==> src/tdpf_pkg.sv <==
// Shared types and constants for the touch debounce and point filter.
`default_nettype none
package tdpf_pkg;
  typedef enum logic [2:0] {
    PH_IDLE     = 3'd0,
    PH_DEBOUNCE = 3'd1,
    PH_ACQUIRE  = 3'd2,
    PH_TOUCHED  = 3'd3,
    PH_HOLD     = 3'd4
  } phase_e;

  typedef enum logic [2:0] {
    CFG_MARGIN   = 3'd0,
    CFG_DEBOUNCE = 3'd1,
    CFG_RELAX    = 3'd2,
    CFG_HOLD     = 3'd3,
    CFG_RELAX_EX = 3'd4,
    CFG_TRACK_EX = 3'd5
  } cfg_idx_e;

  localparam int unsigned CfgIdxBits  = 3;
  localparam int unsigned CfgDataBits = 16;
  localparam int unsigned ScanN       = 5;

  // Back-end job kinds
  typedef enum logic [1:0] {
    JOB_NONE  = 2'd0,
    JOB_STORE = 2'd1,
    JOB_CHECK = 2'd2
  } job_e;
endpackage
`default_nettype wire

==> src/touch_debounce_and_point_filter_unit.sv <==
// Top level of the touch debounce and point filter.
// A scan is registered in the front end and then in the back-end phase registers; a scan that
// fills the window also waits for the in-place odd-even transposition sort of the window.
// Throughput: one scan per cycle while results are popped and no window sort is running.
// Reset: asynchronous active low; phase idle, counts and held point zero,
// registers at their defaults; the window store is not cleared.
`default_nettype none
module touch_debounce_and_point_filter_unit
  import tdpf_pkg::*;
#(
  parameter int unsigned WINDOW_DEPTH = 8,
  parameter int unsigned SAMPLE_BITS  = 12
) (
  input  wire logic                     clk_i,
  input  wire logic                     rst_ni,
  input  wire logic                     push,
  output logic                          full,
  input  wire logic                     pen_down_i,
  input  wire logic [31:0]              now_tick_i,
  input  wire logic [SAMPLE_BITS-1:0]   x_raw_a_i,
  input  wire logic [SAMPLE_BITS-1:0]   x_raw_b_i,
  input  wire logic [SAMPLE_BITS-1:0]   x_raw_c_i,
  input  wire logic [SAMPLE_BITS-1:0]   x_raw_d_i,
  input  wire logic [SAMPLE_BITS-1:0]   x_raw_e_i,
  input  wire logic [SAMPLE_BITS-1:0]   y_raw_a_i,
  input  wire logic [SAMPLE_BITS-1:0]   y_raw_b_i,
  input  wire logic [SAMPLE_BITS-1:0]   y_raw_c_i,
  input  wire logic [SAMPLE_BITS-1:0]   y_raw_d_i,
  input  wire logic [SAMPLE_BITS-1:0]   y_raw_e_i,
  output logic                          empty,
  input  wire logic                     pop,
  output logic                          touch_valid_o,
  output logic [11:0]                   point_x_o,
  output logic [11:0]                   point_y_o,
  output logic [2:0]                    phase_o,
  input  wire logic                     cfg_we_i,
  input  wire logic [CfgIdxBits-1:0]    cfg_idx_i,
  input  wire logic [CfgDataBits-1:0]   cfg_data_i
);
  logic [7:0]  margin_q, relax_ex_q, track_ex_q;
  logic [15:0] debounce_q, relax_q, hold_q;

  // config registers
  always_ff @(posedge clk_i or negedge rst_ni) begin
    if (!rst_ni) begin
      margin_q   <= 8'd20;
      debounce_q <= 16'd30;
      relax_q    <= 16'd60;
      hold_q     <= 16'd40;
      relax_ex_q <= 8'd15;
      track_ex_q <= 8'd60;
    end else if (cfg_we_i) begin
      case (cfg_idx_i)
        CFG_MARGIN:   margin_q   <= cfg_data_i[7:0];
        CFG_DEBOUNCE: debounce_q <= cfg_data_i;
        CFG_RELAX:    relax_q    <= cfg_data_i;
        CFG_HOLD:     hold_q     <= cfg_data_i;
        CFG_RELAX_EX: relax_ex_q <= cfg_data_i[7:0];
        CFG_TRACK_EX: track_ex_q <= cfg_data_i[7:0];
        default: ;
      endcase
    end
  end

  logic [SAMPLE_BITS-1:0] xr [ScanN];
  logic [SAMPLE_BITS-1:0] yr [ScanN];
  assign xr = '{x_raw_a_i, x_raw_b_i, x_raw_c_i, x_raw_d_i, x_raw_e_i};
  assign yr = '{y_raw_a_i, y_raw_b_i, y_raw_c_i, y_raw_d_i, y_raw_e_i};

  logic                   f_ready, f_valid, f_pen, b_ready, b_valid;
  logic [31:0]            f_tick;
  logic [SAMPLE_BITS-1:0] f_x, f_y;

  tdpf_front #(.SampleBits(SAMPLE_BITS)) u_front (
    .clk_i, .rst_ni,
    .in_valid_i(push), .in_ready_o(f_ready),
    .pen_i(pen_down_i), .tick_i(now_tick_i), .xr_i(xr), .yr_i(yr),
    .out_valid_o(f_valid), .out_ready_i(b_ready),
    .pen_o(f_pen), .tick_o(f_tick), .x_o(f_x), .y_o(f_y)
  );

  tdpf_back #(.WindowDepth(WINDOW_DEPTH), .SampleBits(SAMPLE_BITS)) u_back (
    .clk_i, .rst_ni,
    .in_valid_i(f_valid), .in_ready_o(b_ready),
    .pen_i(f_pen), .tick_i(f_tick), .x_i(f_x), .y_i(f_y),
    .margin_i(margin_q), .debounce_i(debounce_q), .relax_i(relax_q), .hold_i(hold_q),
    .relax_ex_i(relax_ex_q), .track_ex_i(track_ex_q),
    .out_valid_o(b_valid), .out_ready_i(pop),
    .touch_o(touch_valid_o), .px_o(point_x_o), .py_o(point_y_o), .phase_o(phase_o)
  );

  assign full  = !f_ready;
  assign empty = !b_valid;

  // a touch report always leaves in the touched or hold phase
  a_touch_phase: assert property (@(posedge clk_i) disable iff (!rst_ni)
    (!empty && touch_valid_o) |-> (phase_o == PH_TOUCHED || phase_o == PH_HOLD))
    else $error("touch reported in wrong phase");
  // a result held while not popped
  a_hold: assert property (@(posedge clk_i) disable iff (!rst_ni)
    (!empty && !pop) |=> (!empty && $stable(point_x_o) && $stable(touch_valid_o)))
    else $error("result changed while waiting");
  // idle phase never reports
  a_idle: assert property (@(posedge clk_i) disable iff (!rst_ni)
    (!empty && phase_o == PH_IDLE) |-> !touch_valid_o)
    else $error("touch in idle");
endmodule
`default_nettype wire

==> src/tdpf_front.sv <==
// Front end: reduces five raw conversions per axis to one point (min/max trim + mid-3 average).
`default_nettype none
module tdpf_front
  import tdpf_pkg::*;
#(
  parameter int unsigned SampleBits = 12
) (
  input  wire logic                  clk_i,
  input  wire logic                  rst_ni,
  input  wire logic                  in_valid_i,
  output logic                       in_ready_o,
  input  wire logic                  pen_i,
  input  wire logic [31:0]           tick_i,
  input  wire logic [SampleBits-1:0] xr_i [ScanN],
  input  wire logic [SampleBits-1:0] yr_i [ScanN],
  output logic                       out_valid_o,
  input  wire logic                  out_ready_i,
  output logic                       pen_o,
  output logic [31:0]                tick_o,
  output logic [SampleBits-1:0]      x_o,
  output logic [SampleBits-1:0]      y_o
);
  localparam int unsigned SumBits = SampleBits + 2;
  localparam int unsigned ProdBits = SumBits + 18;

  logic                  valid_q;
  logic                  pen_q;
  logic [31:0]           tick_q;
  logic [SumBits-1:0]    sx_q, sy_q;

  // sum of middle three = total - min - max
  function automatic logic [SumBits-1:0] mid3(input logic [SampleBits-1:0] v [ScanN]);
    logic [SampleBits-1:0] mn, mx;
    logic [SumBits+1:0]    tot;
    mn = v[0];
    mx = v[0];
    tot = '0;
    for (int i = 0; i < ScanN; i++) begin
      if (v[i] < mn) mn = v[i];
      if (v[i] > mx) mx = v[i];
      tot = tot + (SumBits+2)'(v[i]);
    end
    tot = tot - (SumBits+2)'(mn) - (SumBits+2)'(mx);
    return tot[SumBits-1:0];
  endfunction

  // x / 3 as a multiply by ceil(2^19 / 3) and a shift; exact for x below 2^19
  function automatic logic [SampleBits-1:0] div3(input logic [SumBits-1:0] s);
    logic [ProdBits-1:0] p;
    p = ProdBits'(s) * ProdBits'(18'h2AAAB);
    return SampleBits'(p >> 19);
  endfunction

  assign in_ready_o = !valid_q || out_ready_i;

  always_ff @(posedge clk_i or negedge rst_ni) begin
    if (!rst_ni) begin
      valid_q <= 1'b0;
    end else if (in_ready_o) begin
      valid_q <= in_valid_i;
    end
  end

  always_ff @(posedge clk_i) begin
    if (in_ready_o && in_valid_i) begin
      pen_q  <= pen_i;
      tick_q <= tick_i;
      sx_q   <= mid3(xr_i);
      sy_q   <= mid3(yr_i);
    end
  end

  // divide by 3 of the registered sum
  assign out_valid_o = valid_q;
  assign pen_o       = pen_q;
  assign tick_o      = tick_q;
  assign x_o         = div3(sx_q);
  assign y_o         = div3(sy_q);
endmodule
`default_nettype wire

==> src/tdpf_back.sv <==
// Back end: phase controller, point window, and sequential sort of a full window.
`default_nettype none
module tdpf_back
  import tdpf_pkg::*;
#(
  parameter int unsigned WindowDepth = 8,
  parameter int unsigned SampleBits  = 12
) (
  input  wire logic                  clk_i,
  input  wire logic                  rst_ni,
  input  wire logic                  in_valid_i,
  output logic                       in_ready_o,
  input  wire logic                  pen_i,
  input  wire logic [31:0]           tick_i,
  input  wire logic [SampleBits-1:0] x_i,
  input  wire logic [SampleBits-1:0] y_i,
  input  wire logic [7:0]            margin_i,
  input  wire logic [15:0]           debounce_i,
  input  wire logic [15:0]           relax_i,
  input  wire logic [15:0]           hold_i,
  input  wire logic [7:0]            relax_ex_i,
  input  wire logic [7:0]            track_ex_i,
  output logic                       out_valid_o,
  input  wire logic                  out_ready_i,
  output logic                       touch_o,
  output logic [11:0]                px_o,
  output logic [11:0]                py_o,
  output logic [2:0]                 phase_o
);
  localparam int unsigned IdxBits = $clog2(WindowDepth);
  localparam int unsigned CntBits = $clog2(WindowDepth + 1);
  localparam int unsigned PassBits = $clog2(WindowDepth + 1);

  phase_e                 phase_q, phase_d;
  logic [CntBits-1:0]     fill_q, fill_d;
  logic [31:0]            mark_q, mark_d;
  logic [SampleBits-1:0]  hx_q, hx_d, hy_q, hy_d;
  logic [SampleBits-1:0]  xw_q [WindowDepth];
  logic [SampleBits-1:0]  yw_q [WindowDepth];
  logic                   busy_q, busy_d;
  logic [PassBits-1:0]    pass_q, pass_d;
  logic                   relax_ok_q, relax_ok_d;
  logic [31:0]            tick_q, tick_d;
  logic                   ov_q, ov_d;
  logic                   tv_q, tv_d;
  logic                   wr_en;
  logic [IdxBits-1:0]     wr_idx;
  logic                   sort_step;

  logic [31:0]   elapsed;
  logic          take;
  logic [CntBits-1:0] fidx;
  logic [SampleBits:0] sx, sy, lim_a, lim_r, lim_t;
  logic          pass_ok;

  assign in_ready_o = !busy_q && (!ov_q || out_ready_i);
  assign take       = in_valid_i && in_ready_o;
  assign elapsed    = tick_i - mark_q;
  assign fidx       = (fill_q >= CntBits'(WindowDepth)) ? '0 : fill_q;
  assign wr_idx     = IdxBits'(fidx);

  assign sx    = {1'b0, xw_q[WindowDepth-1]} - {1'b0, xw_q[0]};
  assign sy    = {1'b0, yw_q[WindowDepth-1]} - {1'b0, yw_q[0]};
  assign lim_a = (SampleBits+1)'(margin_i);
  assign lim_r = (SampleBits+1)'({1'b0, margin_i} + {1'b0, relax_ex_i});
  assign lim_t = (SampleBits+1)'({1'b0, margin_i} + {1'b0, track_ex_i});
  always_comb begin
    if (phase_q == PH_ACQUIRE) begin
      pass_ok = (sx < lim_a && sy < lim_a) || (relax_ok_q && sx < lim_r && sy < lim_r);
    end else begin
      pass_ok = sx < lim_t && sy < lim_t;
    end
  end

  // phase control
  always_comb begin
    phase_d    = phase_q;
    fill_d     = fill_q;
    mark_d     = mark_q;
    hx_d       = hx_q;
    hy_d       = hy_q;
    busy_d     = busy_q;
    pass_d     = pass_q;
    relax_ok_d = relax_ok_q;
    tick_d     = tick_q;
    ov_d       = ov_q && !out_ready_i;
    tv_d       = tv_q;
    wr_en      = 1'b0;
    sort_step  = 1'b0;
    if (busy_q) begin
      if (pass_q != '0) begin
        sort_step = 1'b1;
        pass_d    = pass_q - 1'b1;
      end else begin
        busy_d = 1'b0;
        ov_d   = 1'b1;
        tv_d   = pass_ok;
        if (pass_ok) begin
          hx_d = xw_q[WindowDepth/2];
          hy_d = yw_q[WindowDepth/2];
          if (phase_q == PH_ACQUIRE) begin
            phase_d = PH_TOUCHED;
            mark_d  = tick_q;
          end else begin
            phase_d = PH_HOLD;
          end
        end
      end
    end else if (take) begin
      ov_d = 1'b1;
      tv_d = 1'b0;
      if (phase_q != PH_IDLE && !pen_i) begin
        phase_d = PH_IDLE;
        fill_d  = '0;
      end else begin
        case (phase_q)
          PH_IDLE: begin
            if (pen_i) begin
              phase_d = PH_DEBOUNCE;
              mark_d  = tick_i;
            end
          end
          PH_DEBOUNCE: begin
            if (elapsed > 32'(debounce_i)) begin
              phase_d = PH_ACQUIRE;
              mark_d  = tick_i;
            end
          end
          PH_ACQUIRE, PH_TOUCHED: begin
            wr_en = 1'b1;
            if (fidx == CntBits'(WindowDepth - 1)) begin
              fill_d     = '0;
              busy_d     = 1'b1;
              ov_d       = 1'b0;
              pass_d     = PassBits'(WindowDepth);
              relax_ok_d = elapsed > 32'(relax_i);
              tick_d     = tick_i;
            end else begin
              fill_d = fidx + 1'b1;
            end
          end
          PH_HOLD: begin
            if (elapsed > 32'(hold_i)) begin
              phase_d = PH_TOUCHED;
              fill_d  = '0;
              mark_d  = tick_i;
            end
          end
          default: begin
            phase_d = PH_IDLE;
            fill_d  = '0;
          end
        endcase
      end
    end
  end

  always_ff @(posedge clk_i or negedge rst_ni) begin
    if (!rst_ni) begin
      phase_q <= PH_IDLE;
      fill_q  <= '0;
      mark_q  <= '0;
      hx_q    <= '0;
      hy_q    <= '0;
      busy_q  <= 1'b0;
      pass_q  <= '0;
      ov_q    <= 1'b0;
      tv_q    <= 1'b0;
    end else begin
      phase_q <= phase_d;
      fill_q  <= fill_d;
      mark_q  <= mark_d;
      hx_q    <= hx_d;
      hy_q    <= hy_d;
      busy_q  <= busy_d;
      pass_q  <= pass_d;
      ov_q    <= ov_d;
      tv_q    <= tv_d;
    end
  end

  always_ff @(posedge clk_i) begin
    relax_ok_q <= relax_ok_d;
    tick_q     <= tick_d;
  end

  // window store; odd-even transposition sort, one pass per cycle, in place
  always_ff @(posedge clk_i) begin
    if (wr_en) begin
      xw_q[wr_idx] <= x_i;
      yw_q[wr_idx] <= y_i;
    end else if (sort_step) begin
      for (int i = 0; i + 1 < int'(WindowDepth); i++) begin
        if (i[0] == pass_q[0]) begin
          if (xw_q[i] > xw_q[i+1]) begin
            xw_q[i]   <= xw_q[i+1];
            xw_q[i+1] <= xw_q[i];
          end
          if (yw_q[i] > yw_q[i+1]) begin
            yw_q[i]   <= yw_q[i+1];
            yw_q[i+1] <= yw_q[i];
          end
        end
      end
    end
  end

  assign out_valid_o = ov_q;
  assign touch_o     = tv_q;
  assign px_o        = 12'(hx_q);
  assign py_o        = 12'(hy_q);
  assign phase_o     = phase_q;
endmodule
`default_nettype wire
==> config.mk <==
export PLATFORM = sky130hd
export DESIGN_NAME = touch_debounce_and_point_filter_unit
export DESIGN_NICKNAME = d
export VERILOG_FILES = /design/src/tdpf_pkg.sv /design/src/touch_debounce_and_point_filter_unit.sv /design/src/tdpf_front.sv /design/src/tdpf_back.sv
export SDC_FILE = /design/constraint.sdc
export NUM_CORES = 2
export LEC_CHECK = 0
export BUFFER_PORTS_ARGS = -buffer_cell sky130_fd_sc_hd__buf_2
export CAP_MARGIN = 20
export CORE_ASPECT_RATIO = 0.5
export CORE_MARGIN = 2
export CORE_UTILIZATION = 55
export CTS_BUF_LIST = sky130_fd_sc_hd__clkbuf_4 sky130_fd_sc_hd__clkbuf_8 sky130_fd_sc_hd__clkbuf_16
export DETAILED_ROUTE_END_ITERATION = 8
export HOLD_SLACK_MARGIN = 0.08
export PLACE_DENSITY = 0.78
export SYNTH_ARGS = -nofsm -noshare
export SYNTH_HDL_FRONTEND = slang
export SYNTH_SLANG_ARGS = --single-unit
==> constraint.sdc <==
create_clock -name clk_i -period 7.24 [get_ports clk_i]
set_input_delay 1.086 -clock clk_i [delete_from_list [all_inputs] [get_ports clk_i]]
set_output_delay 1.086 -clock clk_i [all_outputs]
set_load 0.005 [all_outputs]
==> run metrics <==
FF-to-FF path depth 22; final WL 135200 um; Site Rows 74; DRC viols 0; Max-Cap Viols 0; mapped cell area 45370 um^2; Clk pin slew, worst setup/hold paths 70 ps; Required @ worst endpoint 7570 ps; Core Box Area ~82000 um^2; P&R area growth vs syn 22.11%; hold path depth 0; DIE AREA between 80000 and 90000 um^2; CP dominant cell by count buf_6; Critical Path Start Type primary input; Avg WL per Cell 20.23 um; clock buffer depth 3; die width 410.2 um; Slew headroom about a fifth; EDFF count, synth 286; ranking of synthesized cells by area ha_1 20%, edfxtp_1 19%, fa_1 9.8%; Via-to-Cell Ratio 5.961; critical path capture point type flop; GR Overflow Total 0; Final setup viols 28; nets between 6000 and 7000; Crit path largest cell delay roughly 540 ps; first-pass GRT wire length between 200000 and 250000 um; GR met1 Demand/Resource between 40% and 50%; remaining antenna violation count after routing 0; share of layout cells above drive strength 1 a little under a quarter; Worst Hold End u_back.tick_q[0]; Main synth FF type edfxtp_1; r2r startpoint u_front.sx_q[13]; Setup Skew ~58 ps; sequential-to-total area share from yosys stat around 27%; asr flop ratio synth 33.33%; actual slew at the worst max-slew pin about 1200 ps; via count about 40000; Ports a little over 200; CTS Buf Count 46; RSZ-0062 raised after global routing true; FMAX 87.28 MHz; GRT Overall Usage 30.92%; starting density of the core between 50 and 60%; synthesized flop and latch total 429; Worst Path Arrival between 10000 and 15000 ps; Detailed Place HPWL 105200 um; syn avg cell area around 9.4 um^2; FF/Latch Area 12190 um^2; top cell type's share of synthesized area between 20% and 30%; final worst path period share 158.2%; gpl congestion roughly 0.99; cell type with the largest total area after synthesis ha_1; slowest stage cell, crit path or4_4; post-layout min period about 11000 ps; Most Used Layer, Global Route met2; HP Class reg2reg; clock root cell clkbuf_16; H-tree depth 2; Fin. Hold Viols 0; met2 usage 51.23%; largest fanout on the critical path 5; initial antenna violation count 10; failing checks negative setup slack; hold buffers post-CTS 0; area of the multi-input gates about 31000 um^2; dpl cell area 51630 um^2; GR Util met3 between 5 and 6%; clock latency on the worst-skew pair 630 ps; HP Start u_front.tick_o[0]; R2R Path End u_back.xw_q[1][10]; CTS Sinks 429; status finished with violations; Synth Warn # 0; TritonCTS clock tree done; IO Port Bufs 206; Distinct cells, synth just over 90; Die Span Y slightly above 200 um; post-route setup slack -4217 ps; vias in the first global route a little over 40000; largest net degree at the start of global routing 76; Pre-antenna DRT Iters 6; worst setup path category in2reg; Final TNS setup -91510 ps; 1st-iter DRT viols ~3600; fin area ~55000 um^2; filler cell count about 6200; synthesized netlist cell count about 4800; Slew Viols, Final 0; reg2reg setup slack 250 ps; Syn Nets ~6000
## how the worst max path moves through the flow
stage                  start                to  slack, ps  cells after the start
6_report        x_raw_a_i[1]   u_front.sx_q[3]      -4220                     61
3_3_place_gp   x_raw_a_i[11]  u_front.sx_q[13]      -4610                     59
4_1_cts         x_raw_a_i[1]  u_front.sx_q[13]      -3840                     58
2_1_floorplan   y_raw_b_i[1]  u_front.sy_q[13]      -4250                     58
3_5_place_dp   y_raw_a_i[10]  u_front.sy_q[13]      -4880                     58
5_1_grt         x_raw_a_i[1]   u_front.sx_q[3]      -4630                     66
## cells by family (layout without fill, tap and decap cells)
group | count (synthesis) | count (layout) | share of synthesized area (%)
AOI/OAI and AO/OA | 1235 | 1235 | 18.03
xor gates and xnor gates | 116 | 116 | 2.239
adders and majority gates | 965 | 965 | 30.25
buffers and inverters | 878 | 1652 | 7.385
DFF | 429 | 429 | 26.87
muxes | 201 | 201 | 4.655
other | 0 | 6 | 0
and+or+nand+nor | 978 | 978 | 10.57
## through the flow
stage,utilization [%],setup slack (ps),instances,hold WS [ps]
floorplan,-,-4246,4802,441.2
global placement,63.21,-4607,6472,447.6
detailed placement,63.22,-4878,6473,453.2
CTS,67.10,-3844,6656,462.1
global route,67.84,-4633,6683,480.2
finish,67.85,-4217,6684,454.0
## cells in the mapped netlist, types with 12 or more instances
| cell type | n |
|---|---|
| ha_1 | 741 |
| inv_1 | 738 |
| a21oi_1 | 296 |
| o21ai_0 | 289 |
| edfxtp_1 | 286 |
| nor2_1 | 259 |
| nand2_1 | 254 |
| fa_1 | 221 |
| a21o_1 | 130 |
| dfrtp_1 | 123 |
| mux2i_1 | 121 |
| clkbuf_1 | 120 |
| xnor2_1 | 92 |
| nand3_1 | 87 |
| nand4_1 | 87 |
| mux2_2 | 79 |
| nor2b_1 | 66 |
| a31oi_1 | 58 |
| nand2b_1 | 57 |
| o21a_1 | 57 |
| a22oi_1 | 51 |
| o21bai_1 | 40 |
| a32oi_1 | 33 |
| a211oi_1 | 31 |
| nor3_1 | 30 |
| o31ai_2 | 30 |
| and3_1 | 25 |
| o211ai_1 | 24 |
| or2_2 | 24 |
| xor2_1 | 24 |
| dfstp_2 | 20 |
| and2_1 | 18 |
| o2111ai_1 | 17 |
| o22ai_1 | 17 |
| o31ai_1 | 16 |
| o221ai_1 | 15 |
| a31o_2 | 13 |
| a21boi_0 | 12 |
| nor4_1 | 12 |
| or4_1 | 12 |
## final cells by class
type | count | area share, %
well taps | 1102 | 2.489
multi-input cells | 3495 | 56.43
inverters | 741 | 5.067
clock buffers | 57 | 2.249
flip-flops and latches | 429 | 22.00
diodes | 6 | 0.02710
repair buffers | 826 | 11.01
clock inverters | 28 | 0.7204
## sequential cells by signal, summed over array words and instances, names as in the netlist, 3 cells and up
register and count:
u_front.tick_o 32, u_back.fill_q 4, relax_q 16, u_back.px_o 12
u_front.sy_q 14, relax_ex_q 8, hold_q 16, u_back.yw_q 96
u_back.pass_q 4, u_back.py_o 12, margin_q 8, u_back.mark_q 32
track_ex_q 8, u_back.phase_o 3, debounce_q 16, u_back.tick_q 32
u_front.sx_q 14, u_back.xw_q 96
## worst max-delay path: cells and delay by family
| family | cells | cell delay, ps |
|---|---|---|
| AND/OR/NAND/NOR | 11 | 1560 |
| adder cells (fa/ha/maj) | 9 | 3000 |
| AO/OA/AOI/OAI | 18 | 3350 |
| XOR/XNOR | 1 | 150 |
| multiplexers | 2 | 460 |
| buffers and inverters | 20 | 2150 |
## repair_timing
| action | in CTS | in global routing |
|---|---|---|
| pin swaps | 127 | 93 |
| resized for setup | 171 | 100 |
| setup buffers | 114 | 31 |
| setup endpoints to repair | 28 | 51 |
| gates cloned | 1 | 0 |
## per-layer routing
layer	routed length, um	share of wire [%]
met1	56300	42
met3	11220	8.3
met5	52	0.038
met4	4897	3.6
met2	62740	46
## cell usage in the layout (no fill, tap or decap), types with 184 or more instances in the layout
cell type / instances
nand2_1: 250
ha_1: 705
o21ai_0: 259
edfxtp_1: 286
buf_4: 566
buf_2: 184
inv_1: 717
fa_1: 212
nor2_1: 239
a21oi_1: 255
Power is not shown: default switching activity piles up to over one toggle a cycle in this logic, so the estimate is an artifact.
